`src/rtl/kmsd_pkg.sv`:
```
// Package for the key matrix scan debouncer.
// Holds default sizes, field widths and the request and result structs.
// No dependencies.
package kmsd_pkg;

    localparam int ROWS_DEFAULT = 14;
    localparam int COLS_DEFAULT = 7;

    localparam int ROW_W = 4;
    localparam int LEVEL_W = 7;
    localparam int COUNT_W = 8;
    localparam int ROW_EXT_W = 5;
    localparam int IN_TDATA_W = 16;
    localparam int OUT_TDATA_W = 16;

    localparam logic [COUNT_W-1:0] DEBOUNCE_RESET = 8'd5;

    typedef struct packed {
        logic               fire;
        logic [ROW_W-1:0]   row_index;
        logic [LEVEL_W-1:0] column_levels;
        logic               end_of_scan;
    } kmsd_req_t;

    typedef struct packed {
        logic [LEVEL_W-1:0] stable_row;
        logic               settled;
        logic               committed;
    } kmsd_res_t;

endpackage

```
`src/rtl/key_matrix_scan_debouncer.sv`:
```
// Top level of the key matrix scan debouncer: input register, core, result register.
// Depends on kmsd_pkg and kmsd_core.
//
//  Channel  Direction  Payload
//  s_axis   in         tdata: row_index, column_levels; tlast: end_of_scan
//  m_axis   out        tdata: stable_row, settled, committed
//  cfg      in         debounce_scans write, no read-back
//
// One request per cycle is sustained while m_axis_tready stays high; an accepted request
// waits in the input register, then moves to the result register with the state update.
// Reset clears all raw and stable rows and loads the settle counter with five.
// A stalled result holds the request in the input register; s_axis_tready then drops.
module key_matrix_scan_debouncer
    import kmsd_pkg::*;
#(
    parameter int ROWS = ROWS_DEFAULT,
    parameter int COLS = COLS_DEFAULT
)
(
    input  logic                   clk,
    input  logic                   rst_n,
    input  logic                   s_axis_tvalid,
    output logic                   s_axis_tready,
    // Fields from bit 0: row_index[3:0], column_levels[10:4], zero padding.
    input  logic [IN_TDATA_W-1:0]  s_axis_tdata,
    input  logic                   s_axis_tlast,
    output logic                   m_axis_tvalid,
    input  logic                   m_axis_tready,
    // Fields from bit 0: stable_row[6:0], settled[7], committed[8], zero padding.
    output logic [OUT_TDATA_W-1:0] m_axis_tdata,
    input  logic                   cfg_we,
    input  logic [COUNT_W-1:0]     cfg_wdata
);

    logic               in_valid_reg;
    logic [ROW_W-1:0]   row_reg;
    logic [LEVEL_W-1:0] levels_reg;
    logic               last_reg;
    logic               out_valid_reg;
    kmsd_res_t          out_reg;
    logic               advance;
    kmsd_req_t          req;
    kmsd_res_t          res;

    assign advance = in_valid_reg && (!out_valid_reg || m_axis_tready);
    assign s_axis_tready = !in_valid_reg || advance;

    always_comb
    begin
        req.fire = advance;
        req.row_index = row_reg;
        req.column_levels = levels_reg;
        req.end_of_scan = last_reg;
    end

    kmsd_core #(
        .ROWS (ROWS),
        .COLS (COLS)
    ) u_core (
        .clk       (clk),
        .rst_n     (rst_n),
        .cfg_we    (cfg_we),
        .cfg_wdata (cfg_wdata),
        .req       (req),
        .res       (res)
    );

    always_ff @(posedge clk or negedge rst_n)
    begin
        if (!rst_n)
        begin
            in_valid_reg <= 1'b0;
            out_valid_reg <= 1'b0;
        end
        else
        begin
            if (s_axis_tready)
            begin
                in_valid_reg <= s_axis_tvalid;
            end
            if (advance)
            begin
                out_valid_reg <= 1'b1;
            end
            else if (m_axis_tready)
            begin
                out_valid_reg <= 1'b0;
            end
        end
    end

    always_ff @(posedge clk)
    begin
        if (s_axis_tready && s_axis_tvalid)
        begin
            row_reg <= s_axis_tdata[ROW_W-1:0];
            levels_reg <= s_axis_tdata[ROW_W+LEVEL_W-1:ROW_W];
            last_reg <= s_axis_tlast;
        end
        if (advance)
        begin
            out_reg <= res;
        end
    end

    assign m_axis_tvalid = out_valid_reg;
    assign m_axis_tdata = {(OUT_TDATA_W - LEVEL_W - 2)'(0), out_reg.committed,
                           out_reg.settled, out_reg.stable_row};

    a_commit_settles: assert property (@(posedge clk) disable iff (!rst_n)
        advance && res.committed |-> res.settled)
        else $error("Commit reported without a settled matrix.");

    a_ready_only_when_stalled: assert property (@(posedge clk) disable iff (!rst_n)
        !s_axis_tready |-> (in_valid_reg && out_valid_reg && !m_axis_tready))
        else $error("Input stalled while the result side could move.");

    a_result_follows_advance: assert property (@(posedge clk) disable iff (!rst_n)
        advance |=> (out_valid_reg && out_reg == $past(res)))
        else $error("Result register did not capture the processed request.");

endmodule

```
`src/rtl/kmsd_core.sv`:
```
// Row state, settle counter and commit logic of the key matrix scan debouncer.
// Depends on kmsd_pkg.
module kmsd_core
    import kmsd_pkg::*;
#(
    parameter int ROWS = ROWS_DEFAULT,
    parameter int COLS = COLS_DEFAULT
)
(
    input  logic               clk,
    input  logic               rst_n,
    input  logic               cfg_we,
    input  logic [COUNT_W-1:0] cfg_wdata,
    input  kmsd_req_t          req,
    output kmsd_res_t          res
);

    localparam int SW = (COLS < LEVEL_W) ? COLS : LEVEL_W;
    localparam int IDX_W = (ROWS > 1) ? $clog2(ROWS) : 1;

    logic [SW-1:0]      raw_reg [ROWS];
    logic [SW-1:0]      stable_reg [ROWS];
    logic [COUNT_W-1:0] count_reg;
    logic [COUNT_W-1:0] count_next;
    logic [COUNT_W-1:0] debounce_reg;

    logic [ROW_EXT_W-1:0] row_ext;
    logic [IDX_W-1:0]     idx;
    logic                 in_range;
    logic [SW-1:0]        pressed;
    logic                 changed;
    logic [COUNT_W-1:0]   count_load;
    logic                 decrement;
    logic                 commit;
    logic [SW-1:0]        stable_sel;

    always_comb
    begin
        row_ext = ROW_EXT_W'(req.row_index);
        idx = row_ext[IDX_W-1:0];
        in_range = (32'(row_ext) < ROWS);
        pressed = ~req.column_levels[SW-1:0];
        changed = in_range && (raw_reg[idx] != pressed);
        count_load = changed ? debounce_reg : count_reg;
        decrement = req.end_of_scan && (count_load != '0);
        count_next = decrement ? (count_load - COUNT_W'(1)) : count_load;
        commit = decrement && (count_next == '0);
        stable_sel = commit ? pressed : stable_reg[idx];
        res.stable_row = in_range ? LEVEL_W'(stable_sel) : '0;
        res.settled = (count_next == '0);
        res.committed = commit;
    end

    always_ff @(posedge clk or negedge rst_n)
    begin
        if (!rst_n)
        begin
            debounce_reg <= DEBOUNCE_RESET;
        end
        else if (cfg_we)
        begin
            debounce_reg <= cfg_wdata;
        end
    end

    always_ff @(posedge clk or negedge rst_n)
    begin
        if (!rst_n)
        begin
            count_reg <= DEBOUNCE_RESET;
            for (int i = 0; i < ROWS; i++)
            begin
                raw_reg[i] <= '0;
                stable_reg[i] <= '0;
            end
        end
        else if (req.fire)
        begin
            count_reg <= count_next;
            for (int i = 0; i < ROWS; i++)
            begin
                if (changed && (IDX_W'(i) == idx))
                begin
                    raw_reg[i] <= pressed;
                end
                if (commit)
                begin
                    stable_reg[i] <= (changed && (IDX_W'(i) == idx)) ? pressed : raw_reg[i];
                end
            end
        end
    end

endmodule
```
`config.mk`:
```
export PLATFORM = sky130hd
export DESIGN_NAME = key_matrix_scan_debouncer
export DESIGN_NICKNAME = d
export VERILOG_FILES = /design/src/rtl/kmsd_pkg.sv /design/src/rtl/key_matrix_scan_debouncer.sv /design/src/rtl/kmsd_core.sv
export SDC_FILE = /design/constraint.sdc
export NUM_CORES = 1
export LEC_CHECK = 0
export BUFFER_PORTS_ARGS = -buffer_cell sky130_fd_sc_hd__buf_2
export CAP_MARGIN = 0
export CORE_ASPECT_RATIO = 1.25
export CORE_MARGIN = 10
export CORE_UTILIZATION = 26
export CTS_CLUSTER_SIZE = 28
export DETAILED_ROUTE_END_ITERATION = 8
export SLEW_MARGIN = 20
export SYNTH_ARGS = -nofsm -noshare
export SYNTH_HDL_FRONTEND = slang
export SYNTH_SLANG_ARGS = --single-unit
```
`constraint.sdc`:
```
create_clock -name clk -period 13.68 [get_ports clk]
set_input_delay 0 -clock clk [delete_from_list [all_inputs] [get_ports clk]]
set_output_delay 0 -clock clk [all_outputs]
set_load 0.02 [all_outputs]
```
==> results of run 1 <==
-- cells in the final DEF, fill, tap and decap left out, drive strengths merged, types with 7 or more instances in the layout --
master,netlist,final
nor3,7,7
o21ai,145,145
mux4,36,36
a31oi,8,8
nand2,89,89
buf,43,56
mux2i,139,139
dlygate4sd3,0,32
a211oi,10,10
clkbuf,57,34
nand3,7,7
nor2,41,41
edfxtp,21,21
conb,1,7
mux2,99,99
nand4,7,7
dfrtp,210,210
inv,81,81
nor4,12,12
a21oi,30,30
clkinv,0,8
nand2b,7,7
-- routing by layer --
metal / wire [um] / vias to the layer above / GRT usage [%]
li1: - / 4046 / -
met1: 14780 / 4436 / 14.86
met2: 15780 / 219 / 19.03
met3: 1724 / 52 / 1.937
met4: 828 / 0 / 3.122
met5: 0 / - / 0
-- power breakdown --
part	total [mW]	switching, mW	internal, mW
clock network	0.734	0.299	0.435
registers	0.902	0.0856	0.816
logic	0.367	0.202	0.165
total	2.00	0.587	1.42
-- worst max-delay path by stage --
stage	startpoint	slack, ns	to
4_1_cts	row_reg[0]	6.37	u_core.stable_reg[0]
2_1_floorplan	row_reg[1]	9.22	m_axis_tdata[0]
6_report	row_reg[0]	6.27	u_core.stable_reg[0]
5_1_grt	row_reg[0]	5.85	u_core.stable_reg[4]
3_5_place_dp	row_reg[0]	6.39	u_core.stable_reg[44]
3_3_place_gp	row_reg[0]	6.48	u_core.stable_reg[51]
-- cell usage after synthesis, types with 3 or more instances --
master | n | area share, %
o21a_1 | 3 | 0.18
nand2_1 | 89 | 2.7
mux2i_1 | 139 | 11
dfstp_2 | 4 | 0.84
dfrtp_1 | 210 | 42
or2_0 | 3 | 0.15
nand4_1 | 5 | 0.25
buf_6 | 5 | 0.45
a21oi_1 | 29 | 1.2
inv_1 | 81 | 2.4
o22ai_1 | 4 | 0.20
nand3b_1 | 4 | 0.24
buf_4 | 12 | 0.72
mux2_1 | 69 | 6.2
nor2b_1 | 4 | 0.20
and2_1 | 4 | 0.20
nor4_1 | 12 | 0.60
buf_2 | 20 | 0.80
xor2_1 | 3 | 0.21
nor3_1 | 7 | 0.28
and3_1 | 4 | 0.20
a31oi_1 | 8 | 0.40
mux2_2 | 30 | 2.7
or2_2 | 3 | 0.15
a211oi_2 | 7 | 0.70
edfxtp_1 | 21 | 5.1
or3_1 | 5 | 0.25
o31ai_1 | 3 | 0.18
nor2_1 | 41 | 1.2
clkbuf_1 | 57 | 1.7
nand3_1 | 7 | 0.28
o21ai_0 | 144 | 5.8
buf_1 | 6 | 0.18
nand2b_1 | 7 | 0.35
mux4_2 | 36 | 6.5
a22o_1 | 4 | 0.28
a22oi_1 | 3 | 0.18
-- kinds of logic (layout without fill, tap and decap cells) --
family	after synthesis	count (layout)	share of synthesized area, %
AO/OA/AOI/OAI	225	225	10.70
XOR/XNOR	3	3	0.2105
adder cells (fa/ha/maj)	2	2	0.2004
buffers and inverters	181	216	6.304
flip-flops	235	235	47.99
multiplexers	274	274	26.57
other	1	7	0.03004
AND/OR/NAND/NOR	208	208	7.997
-- cell type report --
| class | instances | area share, % |
|---|---|---|
| clock inverters | 13 | 1.165 |
| multi-input cells | 719 | 39.87 |
| flip-flops and latches | 235 | 41.62 |
| well taps | 637 | 5.538 |
| clock buffers | 34 | 5.086 |
| repair buffers | 88 | 4.607 |
| inverters | 81 | 2.112 |
==> impl_results.md, run 1 <==
* DP Wirelength at approximately 21 mm
* Synth unique cells at 63
* Worst-margin pin slew at about 1.1 ns
* Lkg Pwr at roughly 6.6 nW
* Status: completed
* Max-cap violation count at 0
* Clock latency on the worst-skew pair at 0.56 ns
* Die width at around 220 um
* Via count at between 8,000 and 9,000
* Setup violators final at 0
* Peak supply drop at roughly 0.00008 V
* # fillers at a little under 5,000
* Std cell rows at 89
* Vias in the first global route at around 8,900
* Crit share post-route at approximately 54%
* Worst min path class: in2async
* Crit path max-delay cell type: mux2i_1
* Slew Limit Fails at 0
* CP Max Fanout at 74
* Syn_area_per_cell at 11.06 um^2
* Layout cell share with drive strength beyond 1 at between 15 and 20%
* Routed Antenna Nets at 0
* Max Root-Sink Buffers at 3
* PostCTS Resize Cnt at 0
* Most used cell, CP: buf_4
* Finished Cell Area at between 10,000 and 15,000 um^2
* Critical path class: reg2reg
* Crit path time final at approximately 7.4 ns
* Final Util at 30.41%
* Clock transition at path regs at approximately 0.06 ns
* H-tree depth at 1
* GRT Total Usage at between 10% and 20%
* CORE AREA at roughly 47,000 um^2
* Synth warn at 0
* Clock sink total at 235
* Total CTS buffers at 26
* Remaining global-route overflow at 0
* Final hold vios at 0
* Antenna Cells at 0
* RSZ-0062 raised after global routing: false
* Prevailing post-synth register cell: dfrtp_1
* Nets at around 1,200
* Vias per inst at roughly 4.8
* Total die area at between 50,000 and 60,000 um^2
* Die height at 265.0 um
* Non-Filler Instances at around 1,800
* Root Driver: clkbuf_16
* Starting Density at between 20% and 30%
* CP Data Required Time at 14.11 ns
* Register area at 5991 um^2
* #FFs+latches synth at 235
* Hold slack at approximately 0.022 ns
* Post-Route WL at approximately 33 mm
* Design Power at around 2 mW
* Fin Clk Skew at 0.01915 ns
* Routability cong. at 0.8414
* PwrDens at between 100 and 150 nW/um^2
* Crit-path max cell delay at 0.94 ns
* CTS tree: done
* Routed WL per cell at 18.33 um
* Area of the multi-input gates at 5738 um^2
* CTS Hold Bufs at 32
* Setup ws final at between 6 and 7 ns
* Worst R2R End: u_core.stable_reg[0]
* Area Growth Syn to Fin at 15.28%
* CP Capture Type: flip-flop
* Async set or reset register ratio after synthesis at between 90 and 100%
* Post-route DRC at 0
* DRT iter0 DRCs at a little over 600
* Buf/Inv on CP at 3
* Global-route wire length before repair at ~52 mm
* Synth Cell Area at 12,480 um^2
* PortBufs at 35
* TNS Setup at 0 ns
* Register area share after synthesis at between 40% and 50%
* Max_slew headroom at around 25%
* Top delay family on crit path: simple AND/OR/NAND/NOR gates
* EDFF count, synth at 21
* Peak Freq at 0.1350 GHz
* IO Pins at between 40 and 50
* Place WS at ~6.4 ns
* Crit path DAT at between 7 and 8 ns
* Cells after synthesis at around 1,100
* Initial antenna violation count at 0
* Crit-path cells: buf_4, nor2b_1, a22o_1, nor4_1, a2111oi_2, nand4_1, o21ai_2, buf_4, mux2i_1, ha_1, and3_1, o211a_1, a211oi_4, mux2i_1, nand4_4, buf_4, mux2_1
* Worst reg-to-reg path cell count at 17
* Crit start category: flip-flop
* Largest net degree at the start of global routing at 75
* Levels on crit path at 17
* Flop2flop setup slack at around 6.3 ns
* Detailed Routing Iterations Pass 1 at 7
* Area post-placement at 13,170 um^2
* Setup repair bufs after CTS at 0
* Reg2reg start: row_reg[0]
* Placed insts at ~1,700
Note: power is estimated with default switching activity, not from simulation.
==> run 2: changes to the inputs <==
--- a/config.mk
+++ b/config.mk
@@ -5,6 +5,7 @@
 export SDC_FILE = /design/constraint.sdc
 export NUM_CORES = 1
 export LEC_CHECK = 0
+export ABC_AREA = 1
 export BUFFER_PORTS_ARGS = -buffer_cell sky130_fd_sc_hd__buf_2
 export CAP_MARGIN = 0
 export CORE_ASPECT_RATIO = 1.25
==> constraint.sdc (replaced) <==
create_clock -name clk -period 7.3 [get_ports clk]
set_input_delay 0 -clock clk [delete_from_list [all_inputs] [get_ports clk]]
set_output_delay 0 -clock clk [all_outputs]
set_load 0.02 [all_outputs]
==> impl_results.md, run 2 <==
* Clock sink total at 235 (unchanged)
* Post-route DRC at 0 (unchanged)
* TNS Setup at 0 ns (unchanged)
* H-tree depth at 1 (unchanged)
* Vias in the first global route at 11,164 (+25%)
* Std cell rows at 90 (+1.1%)
* Register area at 5991 um^2 (unchanged)
* Crit share post-route at 84.22% (+30 points)
* Most used cell, CP: nand2_1
* Clock transition at path regs at 0.06 ns (about the same)
* Status: completed
* Via count at 11,737 (+34%)
* Top cell type by total area after synthesis: dfrtp_1
* Placed insts at 2,337 (+35%)
* Synth Cell Area at 12,620 um^2 (+1.1%)
* Die height at 266.3 um (+0.50%)
* Detailed Routing Iterations Pass 1 at 5 (-2)
* Non-Filler Instances at 2,428 (+34%)
* Die width at 217.1 um (+0.49%)
* Root Driver: clkbuf_16
* Final Util at 30.21% (-0.20 points)
* Yosys top cell area share at 41.64% (-0.45 points)
* Vias per inst at 4.834 (-0.20%)
* Peak supply drop at 0.0001771 V (+120%)
* Clock latency on the worst-skew pair at 0.56 ns (about the same)
* CP Max Fanout at 68 (-8.1%)
* Starting Density at 26.18% (-0.20 points)
* Register area share after synthesis at 47.47% (-0.51 points)
* Max_slew headroom at 34.49% (+9.7 points)
* Top delay family on crit path: simple AND/OR/NAND/NOR gates
* Final hold vios at 0 (unchanged)
* IO Pins at 48 (unchanged)
* EDFF count, synth at 21 (unchanged)
* DP Wirelength at 24.32 mm (+15%)
* # fillers at 5,247 (+8.4%)
* Most frequent cells in the layout: 786 x nand2_1, 210 x dfrtp_1, 162 x o21ai_0, 105 x nand4_1, 98 x nand3_1
* Area Growth Syn to Fin at 15.37% (about the same)
* Area post-placement at 13,270 um^2 (+0.72%)
* CTS tree: done
* Crit start category: flip-flop
* Global-route wire length before repair at 62.96 mm (+21%)
* Largest net degree at the start of global routing at 122 (+63%)
* Routability cong. at 0.8561 (+1.7%)
* Max-cap violation count at 0 (unchanged)
* PostCTS Resize Cnt at 0 (unchanged)
* Crit-path max cell delay at 0.64 ns (-0.30 ns)
* Synth unique cells at 28 (-56%)
* Post-Route WL at 39.93 mm (+21%)
* Setup repair bufs after CTS at 0 (unchanged)
* Layout cell share with drive strength beyond 1 at 7.235% (-8.5 points)
* Synth top area cells: dfrtp_1 42%, nand2_1 23%, o21ai_0 6.4%
* Routed Antenna Nets at 0 (unchanged)
* Prevailing post-synth register cell: dfrtp_1
* Crit path max-delay cell type: edfxtp_1
* CORE AREA at 48,200 um^2 (+1.8%)
* Async set or reset register ratio after synthesis at 91.06% (unchanged)
* Most frequent cells after synthesis: 787 x nand2_1, 210 x dfrtp_1, 162 x o21ai_0, 105 x nand4_1, 98 x nand3_1
* PortBufs at 35 (unchanged)
* Commonest non-fill, non-tap cell in the layout: nand2_1
* Area of the multi-input gates at 5723 um^2 (-0.26%)
* Total CTS buffers at 27 (+3.8%)
* Fin Clk Skew at 0.02123 ns (+0.002077 ns)
* Critical path class: reg2reg
* Slew Limit Fails at 0 (unchanged)
* Remaining global-route overflow at 0 (unchanged)
* CP Capture Type: flip-flop
* PwrDens at 310.0 nW/um^2 (+120%)
* Worst min path class: in2async
* Buf/Inv on CP at 4 (+1)
* Lkg Pwr at 7.211 nW (+9.1%)
* Peak Freq at 0.1627 GHz (+21%)
* GRT Total Usage at 13.49% (+2.1 points)
* Crit path DAT at 6.58 ns (-1.26 ns)
* Cells after synthesis at 1,752 (+55%)
* Worst-margin pin slew at 0.9827 ns (-0.1451 ns)
* Most common cell in the netlist: nand2_1
* Place WS at 1.235 ns (-5.159 ns)
* CP Data Required Time at 7.73 ns (-6.38 ns)
* Total die area at 57,800 um^2 (+0.99%)
* Setup violators final at 0 (unchanged)
* DRT iter0 DRCs at 1,076 (+77%)
* Crit path time final at 6.148 ns (-1.262 ns)
* Setup ws final at 1.152 ns (-5.118 ns)
* Routed WL per cell at 16.45 um (-10%)
* Max Root-Sink Buffers at 3 (unchanged)
* Initial antenna violation count at 0 (unchanged)
* Synth warn at 0 (unchanged)
* #FFs+latches synth at 235 (unchanged)
* RSZ-0062 raised after global routing: false
* Syn_area_per_cell at 7.203 um^2 (-35%)
* Nets at 1,795 (+52%)
* Finished Cell Area at 14,560 um^2 (+1.2%)
* CTS Hold Bufs at 41 (+28%)
==> run 2: final cells by class <==
class	count	area share (%)
Clock inverter	13	0.6789
Sequential cell	235	41.15
Timing Repair Buffer	102	5.517
Antenna cell	1	0.01719
Clock buffer	36	5.354
Multi-Input combinational cell	1304	39.31
Tap cell	644	5.535
Inverter	93	2.441
==> run 2: kinds of logic (layout without fill, tap and decap cells) <==
logic type / after synthesis / after routing / share of synthesized area, %
buffers and inverters: 219 / 244 / 7.476
AOI/OAI and AO/OA: 218 / 218 / 9.290
other: 1 / 8 / 0.02972
DFF: 235 / 235 / 47.47
and+or+nand+nor: 1076 / 1076 / 35.46
adders and majority gates: 2 / 2 / 0.1983
xor gates and xnor gates: 1 / 1 / 0.06942
==> run 2: routing by layer <==
metal / part of all wire [%] / GRT usage, % / routed length [um] / up-vias
li1: - / - / - / 5706
met1: 41 / 16.44 / 16410 / 5591
met2: 49 / 23.48 / 19740 / 382
met5: 0 / 0 / 0 / -
met4: 3.7 / 6.131 / 1470 / 0
met3: 5.8 / 1.397 / 2315 / 58
==> run 2: through the flow <==
step                      hold WS, ns  power (mW)
after global routing           0.1065       4.833
after CTS                     0.09841       4.531
after global placement        0.04467       3.099
final                         0.03733       4.513
after floorplan               -0.2956       2.809
after detailed placement      0.04619       3.147
==> run 2: path summary, 6_finish.rpt <==
path | start | end | slack [ns] | depth (start not counted)
worst max-delay path | row_reg[0] | u_core.stable_reg[21] | 1.15 | 30
worst min-delay path | rst_n | u_core.stable_reg[31] | 0.04 | 2
worst max register to register | row_reg[0] | u_core.stable_reg[21] | 1.15 | 30
worst min register to register | u_core.stable_reg[31] | u_core.stable_reg[31] | 0.47 | 2
max in group asynchronous | rst_n | u_core.raw_reg[21] | 5.75 | 3
min in group clk | s_axis_tlast | last_reg | 0.16 | 2
==> run 2: power breakdown <==
part / switching, mW / internal [mW] / total [mW]
Combinational: 0.808 / 0.405 / 1.21
Sequential: 0.254 / 1.69 / 1.95
Clock: 0.569 / 0.783 / 1.35
